===== src/obdq_pkg.sv =====
// Shared constants, payload types and index helpers for the deque.
`default_nettype none

package obdq_pkg;

    localparam int DEPTH      = 16;
    localparam int DATA_WIDTH = 32;
    localparam int IDX_W      = $clog2(DEPTH);
    localparam int CNT_W      = $clog2(DEPTH + 1);
    localparam int SUM_W      = IDX_W + 2;
    localparam int CAP_W      = 5;
    localparam int CMP_W      = (CAP_W > CNT_W) ? CAP_W : CNT_W;
    localparam int OP_W       = 2;
    localparam int VALUE_W    = 32;
    localparam int STATUS_W   = 2;
    localparam int COUNT_W    = 5;

    localparam logic [CAP_W-1:0] CAPACITY_RESET = CAP_W'(16);

    localparam logic [OP_W-1:0] OP_PUSH_BACK = 2'd0;
    localparam logic [OP_W-1:0] OP_POP_FRONT = 2'd1;
    localparam logic [OP_W-1:0] OP_POP_BACK  = 2'd2;
    localparam logic [OP_W-1:0] OP_CLEAR     = 2'd3;

    localparam logic [STATUS_W-1:0] ST_OK          = 2'd0;
    localparam logic [STATUS_W-1:0] ST_EMPTY       = 2'd1;
    localparam logic [STATUS_W-1:0] ST_NO_CAPACITY = 2'd2;

    typedef struct packed {
        logic [OP_W-1:0]    op;
        logic [VALUE_W-1:0] push_value;
    } in_item_t;

    typedef struct packed {
        logic [VALUE_W-1:0]  pop_value;
        logic [STATUS_W-1:0] status;
        logic [COUNT_W-1:0]  count;
        logic                overwrote;
    } out_item_t;

    typedef struct packed {
        logic                  we;
        logic [IDX_W-1:0]      waddr;
        logic [DATA_WIDTH-1:0] wdata;
        logic [IDX_W-1:0]      raddr;
    } mem_req_t;

    function automatic logic [IDX_W-1:0] wrap_idx(input logic [SUM_W-1:0] sum);
        logic [SUM_W-1:0] r;
        r = sum;
        if (r >= SUM_W'(DEPTH))
        begin
            r = r - SUM_W'(DEPTH);
        end
        return r[IDX_W-1:0];
    endfunction

    function automatic logic [CNT_W-1:0] eff_cap(input logic [CAP_W-1:0] cap);
        if (CMP_W'(cap) > CMP_W'(DEPTH))
        begin
            return CNT_W'(DEPTH);
        end
        return CNT_W'(cap);
    endfunction

endpackage

`default_nettype wire


===== src/obdq_ram.sv =====
// Generic single-clock RAM with one write port and one registered read port.
`default_nettype none

module obdq_ram #(
    parameter int WIDTH = 32,
    parameter int DEPTH = 16
) (
    input  wire logic                     clk,
    input  wire logic                     we,
    input  wire logic [$clog2(DEPTH)-1:0] waddr,
    input  wire logic [WIDTH-1:0]         wdata,
    input  wire logic [$clog2(DEPTH)-1:0] raddr,
    output logic      [WIDTH-1:0]         rdata
);

    logic [WIDTH-1:0] mem [DEPTH];
    logic [WIDTH-1:0] rdata_reg;

    always_ff @(posedge clk)
    begin
        if (we)
        begin
            mem[waddr] <= wdata;
        end
        rdata_reg <= mem[raddr];
    end

    assign rdata = rdata_reg;

endmodule

`default_nettype wire


===== src/obdq_ctrl.sv =====
// Sequencer that reads an end entry, applies the operation and writes back.
`default_nettype none

module obdq_ctrl (
    input  wire logic                            clk,
    input  wire logic                            rst_n,
    input  wire logic                            in_valid,
    output logic                                 in_ready,
    input  wire obdq_pkg::in_item_t              in_data,
    input  wire logic [obdq_pkg::CAP_W-1:0]      capacity,
    input  wire logic [obdq_pkg::DATA_WIDTH-1:0] rdata,
    output obdq_pkg::mem_req_t                   mem_req,
    output logic                                 res_valid,
    input  wire logic                            res_ready,
    output obdq_pkg::out_item_t                  res_data
);

    import obdq_pkg::*;

    localparam logic S_IDLE = 1'b0;
    localparam logic S_EXEC = 1'b1;

    logic             state_reg, state_next;
    in_item_t         item_reg, item_next;
    logic [IDX_W-1:0] head_reg, head_next;
    logic [CNT_W-1:0] count_reg, count_next;
    logic [IDX_W-1:0] raddr_reg, raddr_next;

    logic [CNT_W-1:0] cap;
    logic [IDX_W-1:0] tail_idx;
    logic [IDX_W-1:0] last_idx;
    logic [IDX_W-1:0] head_inc;
    logic [IDX_W-1:0] new_head;
    logic [CNT_W-1:0] new_count;
    logic             do_write;
    logic             take_data;
    logic             dropped;
    logic [STATUS_W-1:0] status;

    assign cap      = eff_cap(capacity);
    assign tail_idx = wrap_idx(SUM_W'(head_reg) + SUM_W'(count_reg));
    assign last_idx = wrap_idx(SUM_W'(head_reg) + SUM_W'(count_reg) - SUM_W'(1));
    assign head_inc = wrap_idx(SUM_W'(head_reg) + SUM_W'(1));

    always_comb
    begin
        new_head  = head_reg;
        new_count = count_reg;
        do_write  = 1'b0;
        take_data = 1'b0;
        dropped   = 1'b0;
        status    = ST_OK;
        case (item_reg.op)
            OP_PUSH_BACK:
            begin
                if (cap == '0)
                begin
                    status = ST_NO_CAPACITY;
                end
                else if (count_reg < cap)
                begin
                    do_write  = 1'b1;
                    new_count = count_reg + CNT_W'(1);
                end
                else
                begin
                    do_write  = 1'b1;
                    take_data = 1'b1;
                    dropped   = 1'b1;
                    new_head  = head_inc;
                end
            end
            OP_POP_FRONT:
            begin
                if (count_reg == '0)
                begin
                    status = ST_EMPTY;
                end
                else
                begin
                    take_data = 1'b1;
                    new_head  = head_inc;
                    new_count = count_reg - CNT_W'(1);
                end
            end
            OP_POP_BACK:
            begin
                if (count_reg == '0)
                begin
                    status = ST_EMPTY;
                end
                else
                begin
                    take_data = 1'b1;
                    new_count = count_reg - CNT_W'(1);
                end
            end
            OP_CLEAR:
            begin
                new_head  = '0;
                new_count = '0;
            end
            default:
            begin
                new_head  = head_reg;
                new_count = count_reg;
            end
        endcase
    end

    always_comb
    begin
        state_next = state_reg;
        item_next  = item_reg;
        head_next  = head_reg;
        count_next = count_reg;
        raddr_next = raddr_reg;
        res_valid  = 1'b0;
        unique case (state_reg)
            S_IDLE:
            begin
                if (in_valid)
                begin
                    item_next  = in_data;
                    raddr_next = (in_data.op == OP_POP_BACK) ? last_idx : head_reg;
                    state_next = S_EXEC;
                end
            end
            S_EXEC:
            begin
                res_valid = 1'b1;
                if (res_ready)
                begin
                    head_next  = new_head;
                    count_next = new_count;
                    state_next = S_IDLE;
                end
            end
            default:
            begin
                state_next = S_IDLE;
            end
        endcase
    end

    assign in_ready      = (state_reg == S_IDLE);
    assign mem_req.we    = (state_reg == S_EXEC) && res_ready && do_write;
    assign mem_req.waddr = tail_idx;
    assign mem_req.wdata = DATA_WIDTH'(item_reg.push_value);
    assign mem_req.raddr = raddr_next;

    assign res_data.pop_value = take_data ? VALUE_W'(rdata) : '0;
    assign res_data.status    = status;
    assign res_data.count     = COUNT_W'(new_count);
    assign res_data.overwrote = dropped;

    always_ff @(posedge clk or negedge rst_n)
    begin
        if (!rst_n)
        begin
            state_reg <= S_IDLE;
            head_reg  <= '0;
            count_reg <= '0;
        end
        else
        begin
            state_reg <= state_next;
            head_reg  <= head_next;
            count_reg <= count_next;
        end
    end

    always_ff @(posedge clk)
    begin
        item_reg  <= item_next;
        raddr_reg <= raddr_next;
    end

endmodule

`default_nettype wire


===== src/overwriting_bounded_deque.sv =====
// Top level of the overwriting bounded deque: capacity register, sequencer,
// entry memory and result register.
//
//   channel  direction  payload                                 handshake
//   cfg      in         capacity (5 bits)                       cfg_valid / cfg_ready
//   in       in         op, push_value                          in_valid / in_ready
//   out      out        pop_value, status, count, overwrote     out_valid / out_ready
//
// Each transaction first reads the end entry from the entry memory
// through its registered read port, then updates head and count and
// writes the memory back. A finished result sits in the output register, so
// the next transaction is taken while it waits. After reset the deque is
// empty and capacity is 16; no clearing pass is needed. A stalled output
// holds the sequencer in its update step until the result register frees.
`default_nettype none

module overwriting_bounded_deque (
    input  wire logic                       clk,
    input  wire logic                       rst_n,
    input  wire logic                       cfg_valid,
    output logic                            cfg_ready,
    input  wire logic [obdq_pkg::CAP_W-1:0] cfg_data,
    input  wire logic                       in_valid,
    output logic                            in_ready,
    input  wire obdq_pkg::in_item_t         in_data,
    output logic                            out_valid,
    input  wire logic                       out_ready,
    output obdq_pkg::out_item_t             out_data
);

    import obdq_pkg::*;

    logic [CAP_W-1:0]      capacity_reg;
    logic                  out_valid_reg;
    out_item_t             out_data_reg;
    mem_req_t              mem_req;
    logic [DATA_WIDTH-1:0] rdata;
    logic                  res_valid;
    logic                  res_ready;
    out_item_t             res_data;

    assign cfg_ready = 1'b1;
    assign res_ready = !out_valid_reg || out_ready;

    obdq_ctrl u_ctrl (
        .clk       (clk),
        .rst_n     (rst_n),
        .in_valid  (in_valid),
        .in_ready  (in_ready),
        .in_data   (in_data),
        .capacity  (capacity_reg),
        .rdata     (rdata),
        .mem_req   (mem_req),
        .res_valid (res_valid),
        .res_ready (res_ready),
        .res_data  (res_data)
    );

    obdq_ram #(
        .WIDTH (DATA_WIDTH),
        .DEPTH (DEPTH)
    ) u_entry_ram (
        .clk   (clk),
        .we    (mem_req.we),
        .waddr (mem_req.waddr),
        .wdata (mem_req.wdata),
        .raddr (mem_req.raddr),
        .rdata (rdata)
    );

    always_ff @(posedge clk or negedge rst_n)
    begin
        if (!rst_n)
        begin
            capacity_reg  <= CAPACITY_RESET;
            out_valid_reg <= 1'b0;
        end
        else
        begin
            if (cfg_valid)
            begin
                capacity_reg <= cfg_data;
            end
            if (res_ready)
            begin
                out_valid_reg <= res_valid;
            end
        end
    end

    always_ff @(posedge clk)
    begin
        if (res_valid && res_ready)
        begin
            out_data_reg <= res_data;
        end
    end

    assign out_valid = out_valid_reg;
    assign out_data  = out_data_reg;

endmodule

`default_nettype wire


===== config.mk =====
export PLATFORM = sky130hd
export DESIGN_NAME = overwriting_bounded_deque
export DESIGN_NICKNAME = d
export VERILOG_FILES = /design/src/obdq_pkg.sv /design/src/obdq_ram.sv /design/src/obdq_ctrl.sv /design/src/overwriting_bounded_deque.sv
export SDC_FILE = /design/constraint.sdc
export NUM_CORES = 1
export LEC_CHECK = 0
export ABC_AREA = 1
export CAP_MARGIN = 20
export CORE_MARGIN = 8
export CORE_UTILIZATION = 40
export CTS_CLUSTER_DIAMETER = 30
export CTS_CLUSTER_SIZE = 8
export DETAILED_ROUTE_END_ITERATION = 8
export DONT_BUFFER_PORTS = 1
export SLEW_MARGIN = 20
export SYNTH_ARGS = -nofsm -noshare
export SYNTH_HDL_FRONTEND = slang
export SYNTH_SLANG_ARGS = --single-unit

===== constraint.sdc =====
create_clock -name clk -period 9.7 [get_ports clk]
set_input_delay 0.97 -clock clk [delete_from_list [all_inputs] [get_ports clk]]
set_output_delay 0.97 -clock clk [all_outputs]
set_load 0.03 [all_outputs]

# Yosys cells after proc, flatten, opt, wreduce, memory -nomap -nowiden
# Memory sizes are Yosys's and may differ from the RTL's. A register that Yosys moved wholly into a read port is not among the register bits.
# Cells that the tools add are included.
# word_totals
inputBits	44
ff_bits	94
word_cells	79
ram_bits	512
mem_count	1
out_inout_bits	43
# classes
n_addsub	8
magnitude_cmp	5
bitwise_logic	1
n_reduce_logical	13
muxes	32
n_eq_ne	7
# mem_list
memory	depth	word_bits	rd	rd_ports_with_merged_regs	write_ports	line	rtl
u_entry_ram.mem	16	32	1	1	1	obdq_ram.sv:16	logic [WIDTH-1:0] mem [DEPTH];
# op_table
operator	n
4-bit two-way mux	9
5-bit two-way mux	5
5-bit case mux with 3 select lines	1
6-bit by 5-bit >= comparator with 1-bit output, second input constant	2
1-bit two-way mux	12
4-bit case mux with 3 select lines	1
4-bit by 1-bit subtractor with 4-bit output, second input constant	3
5-bit logical NOT	2
4-bit by 5-bit adder with 6-bit output	1
2-bit equality test, second input constant	3
2-bit != test, second input constant	3
6-bit AND reduction	1
6-bit by 1-bit subtractor with 6-bit output, second input constant	1
4-bit by 1-bit adder with 5-bit output, second input constant	1
5-bit by 1-bit adder with 5-bit output, second input constant	1
5-bit >= comparator, second input constant	1
5-bit > comparator, second input constant	1
5-bit < comparator	1
5-bit by 1-bit subtractor with 5-bit output, second input constant	1
1-bit case mux with 2 select lines	2
2-bit case mux with 2 select lines	1
2-bit AND reduction	2
1-bit logical AND	3
3-bit nonzero test	1
7 further kinds	7

# Logic depth before layout (Yosys ltp)
# logic_depth
ltp_word	9
mapped_depth	16
depth_no_buf	15

# By module
# Synthesis repeated with hierarchy kept, for this count alone.
# unflattened
cells_unflattened	2521
hier_area_um2	27068.5
# modules_own_cells
module	area_per_inst_um2	instances	cells_per_inst	seq_area_each_um2
obdq_ram	22730.6	1	2120	16015.4
obdq_ctrl	2876.5	1	332	1351.3
overwriting_bounded_deque	1461.4	1	69	1352.5

# Worst setup path before layout
# OpenSTA, ideal clock, no wires.
# synth_timing
path_type	in2reg
startpoint	in out_ready
endpoint	mem u_entry_ram.mem[12][0], enable pin
setup_time_ps	421
path_slack_ps	6224
path_buffers	0
stages	6
arrival_time_ps	3055
required_time_ps	9279
cell_sequence	inv_1 nand2_1 nand2_1 nor3_1 nand2_1 nor2_1
# synth_via
elab_chain_cells	5
# synth_lines
item	line	rtl
start, declared	overwriting_bounded_deque.sv:27	input wire logic out_ready,
1-bit logical OR	overwriting_bounded_deque.sv:43	assign res_ready = !out_valid_reg || out_ready;
1-bit logical AND (2 in a row)	obdq_ctrl.sv:147	assign mem_req.we = (state_reg == S_EXEC) && res_ready && do_write;
1-bit two-way mux	obdq_ram.sv:21	if (we)
1-bit two-way mux (implied by the code)	obdq_ram.sv:23	mem[waddr] <= wdata;
end, declared	obdq_ram.sv:16	
# No other way between the ends.

# Final worst setup path
# layout_timing
startpoint	reg u_ctrl.state_reg
endpoint	reg u_entry_ram.rdata_reg[20], in the netlist u_entry_ram.rdata[20], read port of u_entry_ram.mem
# layout_via
elab_chain_cells	1
# layout_lines
item	line	rtl
start, declared	obdq_ctrl.sv:23	logic state_reg, state_next;
start signal, assigned	obdq_ctrl.sv:167	state_reg <= state_next;
4-bit two-way mux	obdq_ctrl.sv:119	unique case (state_reg)
end, declared	obdq_ram.sv:17	logic [WIDTH-1:0] rdata_reg;
# No other way between the ends.
# A chain may end at the register's enable or synchronous reset.

==> results.yml <==
power_and_ir_drop:
  sw_pwr_mw: 3.32
  pwr_density_cell_nw_per_um2: 314
  share_seq_of_total_power_pct: 33.5
  design_power_total_mw: 10.4
  p_leak_nw: 14.8
  power_switching_share_pct: 32.0
  intPower_mw: 7.06
  power.combinational.fraction_pct: 22.7
  ir_worst_vdd_mv: 0.194
  pwr-share-clk_pct: 43.8
worst_setup_path:
  crit_required_ns: 10.28
  end_kind: "register"
  timing.critical_path.arrival_ns: 5.07
  worst-setup-path-type: "register to register"
  r2r_slack_ns: 5.21
  worstPathMaxFanout: 86
  critical_path.startpoint_type: "register"
layout:
  layout-area-overhead-vs-synth_pct: 19.6
  post_route_cells_drive_above_1_share_pct: 9.45
  seqCellArea_um2: 18700
  n_fill_cell: 6037
  largest_register_ffs: 512
  nNetsFinal: 2869
  multi_input_gate_area_in_the_final_layout_um2: 6170
routing:
  vias_per_cell: 4.70
  final_antenna_net_count: 0
  wirelength_um: 66900
  avgRoutedWirePerCell_um: 17.6
  drtIter0Drc: 1217
  detail_route.drc_violations: 0
  num_vias: 17900
  drt_first_pass_iters: 6
yosys:
  yosys_warnings: 0
  yosysTopAreaCell: "sky130_fd_sc_hd__edfxtp_1"
  synthDominantCellAreaShare_pct: 63.7
  share_of_synthesized_registers_carrying_an_async_set_or_reset_pct: 2.51
  synth.net_count: 2809
  post_synth.cell_area_avg_um2: 10.1
  synth_commonest_cells: "1005 x sky130_fd_sc_hd__nand2_1, 586 x sky130_fd_sc_hd__edfxtp_1, 576 x sky130_fd_sc_hd__inv_1"
  synth-seq-cells: 638
  synth.top_cells.by_area: "sky130_fd_sc_hd__edfxtp_1 64%, sky130_fd_sc_hd__nand2_1 14%, sky130_fd_sc_hd__inv_1 7.8%, sky130_fd_sc_hd__nand3_1 5.0%, sky130_fd_sc_hd__dfxtp_1 2.6%"
  yosys.cell_count.top_type: "sky130_fd_sc_hd__nand2_1"
  synth_flop_cell: "sky130_fd_sc_hd__edfxtp_1"
  synth.cell_area_um2: 27600
  number_of_enable_type_register_cells_in_the_synthesized_netlist: 586
  synth-seq-area-share_pct: 67.8
  synthCells: 2744
  netlist-cell-type-count: 36
clock_tree:
  cts.repair_timing.setup_buffer_count: 0
  ctsLongestPathBuffers: 3
  latest_clock_arrival_within_the_worst_skew_pair_ns: 0.70
  clock_tree_from_tritoncts: "done"
  clock_tree.root_cell: "sky130_fd_sc_hd__clkbuf_16"
  cts.sinks: 638
  worst_setup_hold_path_clk_slew_ns: 0.04
  htree_levels: 4
  cts-buffers-inserted: 137
  postCtsResizedCells: 0
global_route:
  antenna_found_initial: 3
  number_of_global_route_vias_before_repair: 17700
  grt_use_met1_pct: 21.3
  grt_util_all_layers_pct: 17.3
  grt_overflow: 0
  groute.layer.met2.usage_pct: 29.5
  grt.busiest_layer: "met2"
  grt_first_pass_wirelength_um: 103000
  grt_start_max_net_pins: 150
  met3_usage_pct: 4.06
timing:
  setup_tns_ns: 0
  final_hold_viol_count: 0
  grt_setup_unrepaired: "no"
  fin_hold_ws_ns: 0.125
  timing.final.setup_violations: 0
  period_share_pct: 46.3
  final_max_slew_viol_count: 0
  tightest_slew_ns: 1.04
  post_route_minimum_period_ns: 4.49
  layout_setup_ws_ns: 5.21
  fmaxAchievable_ghz: 0.223
  clock_skew_ns: 0.0222
  maxSlewHeadroom_pct: 30.8
floorplanning:
  design.core.area_um2: 68500
  die_area_um2: 77700
  floorplan.die.height_um: 279
  placementRows: 96
  floorplan.die.width_um: 279
  floorplan.initialDensity_pct: 40.3
  io_count: 87
run:
  maxCapViolations: 0
outcome:
  run_status: "finished, final reports clean"
placement:
  place_hpwl_um: 32800
  finalWeightedCongestion: 0.780
  io_buffer_count: 0
  pre_cts_slack_ns: 4.82
worst_hold_path:
  worstHoldPathType: "input port to asynchronous set/reset pin"
[worst paths after layout]
| kind | from | end | cells past startpoint |
|---|---|---|---|
| min | rst_n | capacity_reg[4]$_DFFE_PN1P_ | 0 |
| max reg2reg | u_ctrl.state_reg$_DFF_PN0_ | u_entry_ram.rdata[20]$_DFF_P_ | 15 |
| max in group asynchronous | rst_n | u_ctrl.head_reg[0]$_DFFE_PN0P_ | 1 |
| max | u_ctrl.state_reg$_DFF_PN0_ | u_entry_ram.rdata[20]$_DFF_P_ | 15 |
| min reg2reg | u_entry_ram.rdata[25]$_DFF_P_ | out_data[33]$_SDFFCE_PN0P_ | 2 |
| min in group clk | cfg_valid | capacity_reg[4]$_DFFE_PN1P_ | 1 |
[layer usage]
layer,vias to the layer above,share of wire [%]
li1,8742,-
met1,8474,43
met2,526,49
met3,128,5.8
met4,2,2.5
met5,-,0.019
[kinds of logic (layout without fill, tap and decap cells)]
group	Yosys count	count (layout)	share of synthesized area (%)
DFF	638	638	67.8
adders and majority gates	21	21	0.979
buffers and inverters	690	866	10.5
other	1	3	0.0136
AOI/OAI and AO/OA	22	22	0.471
and+or+nand+nor	1363	1363	20.0
xor gates and xnor gates	6	6	0.190
muxes	3	3	0.122
[stage by stage]
step	utilization, %	area [um2]	std cells
final	48.3	33000	3804
after global placement	41.5	28400	3546
after global routing	48.3	33000	3803
after floorplan	-	27600	2744
after detailed placement	41.5	28400	3546
after CTS	48.3	33000	3802
[cells in the final DEF, fill, tap and decap left out, drive strengths merged, types with 3 or more instances in the layout]
master | synthesis | layout
a21oi | 7 | 7
and2 | 3 | 3
buf | 102 | 30
bufinv | 0 | 14
clkbuf | 8 | 175
clkinv | 1 | 52
clkinvlp | 0 | 9
dfrtp | 15 | 15
dfxtp | 36 | 36
edfxtp | 586 | 586
ha | 20 | 20
inv | 579 | 585
mux2 | 3 | 3
nand2 | 1008 | 1008
nand3 | 277 | 277
nand4 | 7 | 7
nor2 | 59 | 59
nor3 | 5 | 5
o21ai | 13 | 13
xor2 | 4 | 4
[layout make-up]
cell class,instances,area share (%)
repair buffers,31,0.723
clock inverters,80,2.45
well taps,882,3.34
clock buffers,175,11.5
inverters,580,6.60
diodes,2,0.0151
flip-flops and latches,638,56.6
multi-input cells,1416,18.7
[critical path, stage by stage, from the launching register on]
cell and delay [ns]:
sky130_fd_sc_hd__dfrtp_1 0.38, sky130_fd_sc_hd__inv_2 0.19, sky130_fd_sc_hd__nand2_4 0.10, sky130_fd_sc_hd__inv_2 0.09, sky130_fd_sc_hd__buf_4 0.62, sky130_fd_sc_hd__nand3_1 0.23, sky130_fd_sc_hd__nand2_4 0.55, sky130_fd_sc_hd__buf_4 0.65
sky130_fd_sc_hd__buf_4 0.85, sky130_fd_sc_hd__nand2_1 0.14, sky130_fd_sc_hd__nand3_1 0.12, sky130_fd_sc_hd__nand2_1 0.07, sky130_fd_sc_hd__nand2_1 0.06, sky130_fd_sc_hd__nand2_1 0.07, sky130_fd_sc_hd__nand2_1 0.08, sky130_fd_sc_hd__nand2_1 0.07
[power groups by stage]
stage | Sequential (mW) | Clock [mW] | Combinational [mW]
final | 3.48 | 4.55 | 2.36
after global routing | 3.50 | 4.76 | 2.68
after CTS | 3.49 | 4.63 | 2.38
after detailed placement | 3.53 | 0 | 2.36
after global placement | 3.53 | 0 | 2.32
after floorplan | 3.47 | 0 | 1.80
[timing repair]
item / in CTS / in global routing
hold buffers: 1 / 0
endpoints found under the hold margin: 15 / 0
setup endpoints to repair: 0 / 0
No activity file was read; power rests on OpenSTA's default activity.
